### src/hdl/tbd_pkg.sv
// Types and constants shared by the tape block deframer modules.
package tbd_pkg;

    typedef enum logic [2:0] {
        PH_GAP   = 3'd0,
        PH_SKIP  = 3'd1,
        PH_SYNC2 = 3'd2,
        PH_TYPE  = 3'd3,
        PH_LEN   = 3'd4,
        PH_DATA  = 3'd5,
        PH_CHECK = 3'd6
    } phase_t;

    localparam logic [7:0] LEADER_BYTE = 8'h01;
    localparam logic [7:0] SYNC_FIRST  = 8'h3C;
    localparam logic [7:0] SYNC_SECOND = 8'h5A;
    localparam logic [7:0] LEN_OFFSET  = 8'd2;
    localparam logic [3:0] GAP_RESET   = 4'd5;
    localparam logic [3:0] GAP_MAX     = 4'd15;

    typedef struct packed {
        logic       valid;
        logic [7:0] tape_byte;
    } item_t;

    typedef struct packed {
        logic       kind;
        logic [7:0] data_byte;
        logic [7:0] block_type;
        logic [7:0] block_length;
        logic       checksum_ok;
        logic       last;
    } res_t;

endpackage

### src/hdl/tape_block_deframer_unit.sv
// Top level of the tape block deframer.
//
//  channel | handshake            | payload
//  --------+----------------------+----------------------------------------------
//  in      | in_valid / in_stall  | tape_byte
//  out     | out_valid / out_stall| kind, data_byte, block_type, block_length,
//          |                      | checksum_ok, last
//  cfg     | cfg_write            | cfg_data (gap length)
//
// One byte per cycle sustained while no stall holds the flow; the state machine takes one step per byte in a cycle.
// A result reaches the output through the input register, then the result register.
// Reset clears the state machine, the buffers and sets the gap length to 5.
// A stalled output holds its beat; one more byte fits in the skid entry, then in_stall rises.
module tape_block_deframer_unit (
    input  logic       clk,
    input  logic       rst_n,
    input  logic       cfg_write,
    input  logic [3:0] cfg_data,
    input  logic       in_valid,
    output logic       in_stall,
    input  logic [7:0] tape_byte,
    output logic       out_valid,
    input  logic       out_stall,
    output logic       kind,
    output logic [7:0] data_byte,
    output logic [7:0] block_type,
    output logic [7:0] block_length,
    output logic       checksum_ok,
    output logic       last
);
    import tbd_pkg::*;

    logic [3:0] gap_length_reg;
    item_t      item;
    logic       has_result;
    res_t       res;
    res_t       out_res;
    logic       ob_free;
    logic       advance;
    logic       load;

    always_ff @(posedge clk or negedge rst_n)
    begin
        if (!rst_n)
        begin
            gap_length_reg <= GAP_RESET;
        end
        else if (cfg_write)
        begin
            gap_length_reg <= cfg_data;
        end
    end

    assign advance = item.valid && (!has_result || ob_free);
    assign load    = advance && has_result;

    tbd_istage u_istage (
        .clk       (clk),
        .rst_n     (rst_n),
        .in_valid  (in_valid),
        .tape_byte (tape_byte),
        .advance   (advance),
        .in_stall  (in_stall),
        .item      (item)
    );

    tbd_fsm u_fsm (
        .clk        (clk),
        .rst_n      (rst_n),
        .step       (advance),
        .tape_byte  (item.tape_byte),
        .gap_length (gap_length_reg),
        .has_result (has_result),
        .res        (res)
    );

    tbd_ostage u_ostage (
        .clk       (clk),
        .rst_n     (rst_n),
        .load      (load),
        .res       (res),
        .out_stall (out_stall),
        .free      (ob_free),
        .out_valid (out_valid),
        .out_res   (out_res)
    );

    assign kind         = out_res.kind;
    assign data_byte    = out_res.data_byte;
    assign block_type   = out_res.block_type;
    assign block_length = out_res.block_length;
    assign checksum_ok  = out_res.checksum_ok;
    assign last         = out_res.last;

endmodule

### src/hdl/tbd_istage.sv
// Input register with one skid entry so the input stall is registered.
module tbd_istage (
    input  logic           clk,
    input  logic           rst_n,
    input  logic           in_valid,
    input  logic [7:0]     tape_byte,
    input  logic           advance,
    output logic           in_stall,
    output tbd_pkg::item_t item
);
    import tbd_pkg::*;

    logic       ir_valid_reg;
    logic       ir_valid_next;
    logic [7:0] ir_byte_reg;
    logic [7:0] ir_byte_next;
    logic       skid_valid_reg;
    logic       skid_valid_next;
    logic [7:0] skid_byte_reg;
    logic [7:0] skid_byte_next;
    logic       in_acc;
    logic       ir_load;

    assign in_stall = skid_valid_reg;
    assign in_acc   = in_valid && !skid_valid_reg;
    assign ir_load  = !ir_valid_reg || advance;

    always_comb
    begin
        ir_valid_next   = ir_valid_reg;
        ir_byte_next    = ir_byte_reg;
        skid_valid_next = skid_valid_reg;
        skid_byte_next  = skid_byte_reg;
        if (ir_load)
        begin
            if (skid_valid_reg)
            begin
                ir_valid_next   = 1'b1;
                ir_byte_next    = skid_byte_reg;
                skid_valid_next = 1'b0;
            end
            else
            begin
                ir_valid_next = in_acc;
                ir_byte_next  = tape_byte;
            end
        end
        else if (in_acc)
        begin
            skid_valid_next = 1'b1;
            skid_byte_next  = tape_byte;
        end
    end

    always_ff @(posedge clk or negedge rst_n)
    begin
        if (!rst_n)
        begin
            ir_valid_reg   <= 1'b0;
            skid_valid_reg <= 1'b0;
        end
        else
        begin
            ir_valid_reg   <= ir_valid_next;
            skid_valid_reg <= skid_valid_next;
        end
    end

    always_ff @(posedge clk)
    begin
        ir_byte_reg   <= ir_byte_next;
        skid_byte_reg <= skid_byte_next;
    end

    assign item.valid     = ir_valid_reg;
    assign item.tape_byte = ir_byte_reg;

endmodule

### src/hdl/tbd_fsm.sv
// Deframing state machine: gap hunt, sync, header, payload sum and checksum.
module tbd_fsm (
    input  logic          clk,
    input  logic          rst_n,
    input  logic          step,
    input  logic [7:0]    tape_byte,
    input  logic [3:0]    gap_length,
    output logic          has_result,
    output tbd_pkg::res_t res
);
    import tbd_pkg::*;

    phase_t     phase_reg;
    phase_t     phase_next;
    logic [3:0] gap_count_reg;
    logic [3:0] gap_count_next;
    logic [7:0] remaining_reg;
    logic [7:0] remaining_next;
    logic [7:0] sum_reg;
    logic [7:0] sum_next;
    logic [7:0] type_reg;
    logic [7:0] type_next;
    logic [7:0] length_reg;
    logic [7:0] length_next;
    logic [3:0] need;
    logic [3:0] gap_inc;
    logic [7:0] len_calc;
    logic [7:0] check_sum;

    assign need      = (gap_length == 4'd0) ? 4'd1 : gap_length;
    assign gap_inc   = (gap_count_reg == GAP_MAX) ? GAP_MAX : gap_count_reg + 4'd1;
    assign len_calc  = tape_byte - LEN_OFFSET;
    assign check_sum = sum_reg + tape_byte;

    always_comb
    begin
        phase_next       = phase_reg;
        gap_count_next   = gap_count_reg;
        remaining_next   = remaining_reg;
        sum_next         = sum_reg;
        type_next        = type_reg;
        length_next      = length_reg;
        has_result       = 1'b0;
        res.kind         = 1'b0;
        res.data_byte    = 8'd0;
        res.block_type   = type_reg;
        res.block_length = length_reg;
        res.checksum_ok  = 1'b0;
        res.last         = 1'b0;
        case (phase_reg)
            PH_SKIP:
            begin
                if (tape_byte != LEADER_BYTE)
                begin
                    if (tape_byte == SYNC_FIRST)
                    begin
                        phase_next = PH_SYNC2;
                    end
                    else
                    begin
                        phase_next     = PH_GAP;
                        gap_count_next = 4'd0;
                    end
                end
            end
            PH_SYNC2:
            begin
                if (tape_byte == SYNC_SECOND)
                begin
                    phase_next = PH_TYPE;
                end
                else
                begin
                    phase_next     = PH_GAP;
                    gap_count_next = 4'd0;
                end
            end
            PH_TYPE:
            begin
                type_next  = tape_byte;
                phase_next = PH_LEN;
            end
            PH_LEN:
            begin
                length_next    = len_calc;
                remaining_next = len_calc;
                sum_next       = 8'd0;
                phase_next     = (len_calc == 8'd0) ? PH_CHECK : PH_DATA;
            end
            PH_DATA:
            begin
                has_result     = 1'b1;
                res.data_byte  = tape_byte;
                sum_next       = check_sum;
                remaining_next = remaining_reg - 8'd1;
                if (remaining_reg == 8'd1)
                begin
                    phase_next = PH_CHECK;
                end
            end
            PH_CHECK:
            begin
                has_result      = 1'b1;
                res.kind        = 1'b1;
                res.checksum_ok = (check_sum == 8'd0);
                res.last        = 1'b1;
                phase_next      = PH_GAP;
                gap_count_next  = 4'd0;
            end
            default:
            begin
                if (tape_byte == LEADER_BYTE)
                begin
                    if (gap_inc >= need)
                    begin
                        phase_next     = PH_SKIP;
                        gap_count_next = 4'd0;
                    end
                    else
                    begin
                        phase_next     = PH_GAP;
                        gap_count_next = gap_inc;
                    end
                end
                else
                begin
                    phase_next     = PH_GAP;
                    gap_count_next = 4'd0;
                end
            end
        endcase
    end

    always_ff @(posedge clk or negedge rst_n)
    begin
        if (!rst_n)
        begin
            phase_reg     <= PH_GAP;
            gap_count_reg <= 4'd0;
            remaining_reg <= 8'd0;
            sum_reg       <= 8'd0;
            type_reg      <= 8'd0;
            length_reg    <= 8'd0;
        end
        else if (step)
        begin
            phase_reg     <= phase_next;
            gap_count_reg <= gap_count_next;
            remaining_reg <= remaining_next;
            sum_reg       <= sum_next;
            type_reg      <= type_next;
            length_reg    <= length_next;
        end
    end

endmodule

### src/hdl/tbd_ostage.sv
// Result register that holds a beat while the output is stalled.
module tbd_ostage (
    input  logic          clk,
    input  logic          rst_n,
    input  logic          load,
    input  tbd_pkg::res_t res,
    input  logic          out_stall,
    output logic          free,
    output logic          out_valid,
    output tbd_pkg::res_t out_res
);
    import tbd_pkg::*;

    logic ob_valid_reg;
    logic ob_valid_next;
    res_t ob_res_reg;

    assign free = !ob_valid_reg || !out_stall;

    always_comb
    begin
        ob_valid_next = ob_valid_reg;
        if (load)
        begin
            ob_valid_next = 1'b1;
        end
        else if (!out_stall)
        begin
            ob_valid_next = 1'b0;
        end
    end

    always_ff @(posedge clk or negedge rst_n)
    begin
        if (!rst_n)
        begin
            ob_valid_reg <= 1'b0;
        end
        else
        begin
            ob_valid_reg <= ob_valid_next;
        end
    end

    always_ff @(posedge clk)
    begin
        if (load)
        begin
            ob_res_reg <= res;
        end
    end

    assign out_valid = ob_valid_reg;
    assign out_res   = ob_res_reg;

endmodule

### config.mk
export PLATFORM = sky130hd
export DESIGN_NAME = tape_block_deframer_unit
export DESIGN_NICKNAME = d
export VERILOG_FILES = /design/src/hdl/tbd_pkg.sv /design/src/hdl/tape_block_deframer_unit.sv /design/src/hdl/tbd_istage.sv /design/src/hdl/tbd_fsm.sv /design/src/hdl/tbd_ostage.sv
export SDC_FILE = /design/constraint.sdc
export NUM_CORES = 1
export LEC_CHECK = 0
export BUFFER_PORTS_ARGS = -buffer_cell sky130_fd_sc_hd__clkbuf_2
export CORE_UTILIZATION = 63
export CTS_CLUSTER_DIAMETER = 30
export DETAILED_ROUTE_END_ITERATION = 16
export GPL_ROUTABILITY_DRIVEN = 0
export PLACE_DENSITY = 0.85
export SLEW_MARGIN = 20
export SYNTH_ARGS = -nofsm -noshare
export SYNTH_HDL_FRONTEND = slang
export SYNTH_SLANG_ARGS = --single-unit
### constraint.sdc
create_clock -name clk -period 6.1 [get_ports clk]
set_input_delay 0.305 -clock clk [delete_from_list [all_inputs] [get_ports clk]]
set_output_delay 0.305 -clock clk [all_outputs]
set_load 0.02 [all_outputs]
==> flow_metrics.py <==
metrics = {
    "timing": {
        "fin_hold_ws_ns": 0.0243,
        "finalCritPeriodShare_pct": 46.6,
        "skew_ns": 0.00831,
        "fin_tns_setup_ns": 0,
        "drv_slew": 0,
        "worst_pin_slew_ns": 1.05,
        "setup_viol": 0,
        "fmax_mhz": 352,
        "period_minus_slack_ns": 2.84,
        "hold_viol": 0,
        "relSlewSlack_pct": 29.7,
        "rsz0062_at_grt": "false",
    },
    "die": {
        "start_util_pct": 65.7,
        "core-area_um2": 6390,
        "io_pins": 46,
        "die_area_um2": 6990,
        "std_cell_rows": 29,
        "die_w_um": 83.6,
        "die_h_um": 83.6,
    },
    "yosys": {
        "synth_top_area_share_pct": 30.1,
        "ys_ff_latch": 88,
        "yosys_warnings": 0,
        "ys.flop_type": "dfrtp_1",
        "synth_area_um2": 4200,
        "seq_area_frac_synth_pct": 57.5,
        "synth_cell_types": 61,
        "syn_area_per_cell_um2": 11.9,
        "synth_largest_area_cell": "edfxtp_1",
        "netlist_top_cells_area": "edfxtp_1 30%, dfrtp_1 26%, ha_1 4.5%",
        "synth_edf_count": 42,
        "postSynthCellCount": 354,
        "synth_fp_nets": 387,
        "synth-async-reset-ratio_pct": 52.3,
    },
    "global_routing": {
        "grt_max_degree": 47,
        "grt_pass1_wl_mm": 13.3,
        "grt_pass1_vias": 2826,
        "grt_remaining_overflow": 0,
        "antenna_found_initial": 0,
        "global_route.usage.total_pct": 24.8,
    },
    "setup_path": {
        "path_cells": "xnor2_2 -> or3b_1 -> nor3b_1",
        "cpPeakStageDelay_ns": 0.93,
        "critPathSlowestCell": "nor3b_1",
        "path_buf_inv": 0,
        "crit_path_start_kind": "flip-flop",
        "critPathMaxFanout": 22,
        "worstPathRequired_ns": 6.09,
        "cp-end-kind": "flip-flop",
        "critPathTopFamily": "simple AND/OR/NAND/NOR gates",
        "arrival_ns": 2.83,
        "critPathKind": "reg2reg",
    },
    "cts": {
        "cts_tree": "built",
        "cts_buffers": 9,
        "cts_htree_levels": 3,
        "root_buffer": "clkbuf_8",
        "clock_sinks": 88,
        "hold_buffers": 0,
        "cts-resized-gates": 0,
        "cts_max_path_buffers": 2,
        "insertion_delay_ns": 0.36,
        "cts_setup_buffers": 0,
        "cts.clk_slew.worst_paths_ns": 0.08,
    },
    "final_layout": {
        "design_area_um2": 4670,
        "final_layout_size_suffix_gt1_share_pct": 21.8,
        "layout.nets": 428,
        "nFillCells": 452,
        "num_antenna_cells": 0,
        "regArea_um2": 2410,
        "largest_register_ffs": 26,
        "mostFrequentLayoutCells": "45 x clkbuf_2, 44 x dfrtp_1, 42 x edfxtp_1",
        "multiInputGateArea_um2": 1640,
        "syn2layout_area_growth_pct": 11.3,
        "final_common_cell": "clkbuf_2",
    },
    "detailed_routing": {
        "drt-pass1-iter-count": 5,
        "vias": 2935,
        "drt-total-wl_mm": 8.13,
        "antenna_left": 0,
        "first_iter_violations": 230,
        "viasPerCell": 6.15,
        "wl_per_cell_um": 17.0,
        "drc_errors": 0,
    },
    "pwr": {
        "pwr-share-comb_pct": 27.6,
        "p_sw_mw": 0.624,
        "power_density_nw_per_um2": 405,
        "swShare_pct": 33.0,
        "clkPwrFrac_pct": 24.9,
        "p_leak_nw": 2.02,
        "seq_power_share_pct": 47.5,
        "internal-power_mw": 1.27,
        "vdd_drop_max_uv": 257,
    },
    "placed_design": {
        "dp_hpwl_mm": 5.58,
        "io_buffers": 45,
        "placed_area_um2": 4440,
    },
    "run": {
        "maxCapViolCount": 0,
    },
    "outcome": {
        "status": "finished, final reports clean",
    },
    "hold_path": {
        "hp-class": "in2async",
    },
}
## kinds of logic after synthesis
family                     after synthesis  synth area share [%]
AOI/OAI and AO/OA                       72                  12.1
DFF                                     88                  57.5
buffers and inverters                   29                  3.31
muxes                                   16                  4.29
xor gates and xnor gates                12                  3.01
adders and majority gates               16                  4.95
and+or+nand+nor                        121                  14.8
## area by class of cell
type                    count  share of cell area (%)
clock buffers              10                    2.73
clock inverters             6                    2.28
inverters                  13                    1.04
multi-input cells         237                    35.2
flip-flops and latches     88                    51.7
well taps                  77                    2.06
repair buffers             46                    4.98
## synthesized netlist by cell type, types with 8 or more instances
library cell  count
inv_1            12
mux2_2           13
o21ai_0          20
nand2_1          39
xnor2_1           8
ha_1             15
and3_1           10
nor2_1           24
edfxtp_1         42
nand3_1          13
nor3_1            9
a21oi_1          12
dfrtp_1          44
## per-stage QoR
step	util, %	setup WS (ns)	power, mW	std cells
final	73.1	3.26	1.89	477
after global routing	73.1	3.12	2.00	477
after CTS	73.1	3.09	1.89	477
after detailed placement	69.5	3.11	1.42	461
after global placement	69.5	3.22	1.39	461
after floorplan	-	3.78	1.30	354
## layer usage
metal	GRT usage (%)	wire length [um]	up-vias
met2	41.6	4130	121
met1	31.2	3370	1414
met5	0	0	-
li1	-	-	1383
met3	4.25	459	17
met4	12.6	170	0
## worst paths after layout
| path | from | endpoint | slack (ns) | depth (start not counted) |
|---|---|---|---|---|
| setup reg to reg | u_fsm.phase_reg[0] | u_istage.skid_byte_reg[5] | 3.26 | 3 |
| hold reg to reg | u_fsm.type_reg[4] | u_ostage.out_res[14] | 0.45 | 0 |
| max in group asynchronous | rst_n | u_fsm.phase_reg[0] | 5.68 | 2 |
| min in group clk | tape_byte[4] | u_istage.skid_byte_reg[4] | 0.13 | 1 |
| setup / recovery | u_fsm.phase_reg[0] | u_istage.skid_byte_reg[5] | 3.26 | 3 |
| hold / removal | rst_n | u_fsm.remaining_reg[3] | 0.02 | 2 |
## power by group through the flow
stage	clock [mW]	combinational (mW)	sequential (mW)
2_1_floorplan	0	0.414	0.888
3_3_place_gp	0	0.489	0.900
5_1_grt	0.501	0.579	0.915
6_report	0.470	0.522	0.898
3_5_place_dp	0	0.515	0.910
4_1_cts	0.477	0.520	0.897
Note: power is estimated with default switching activity, not from simulation.
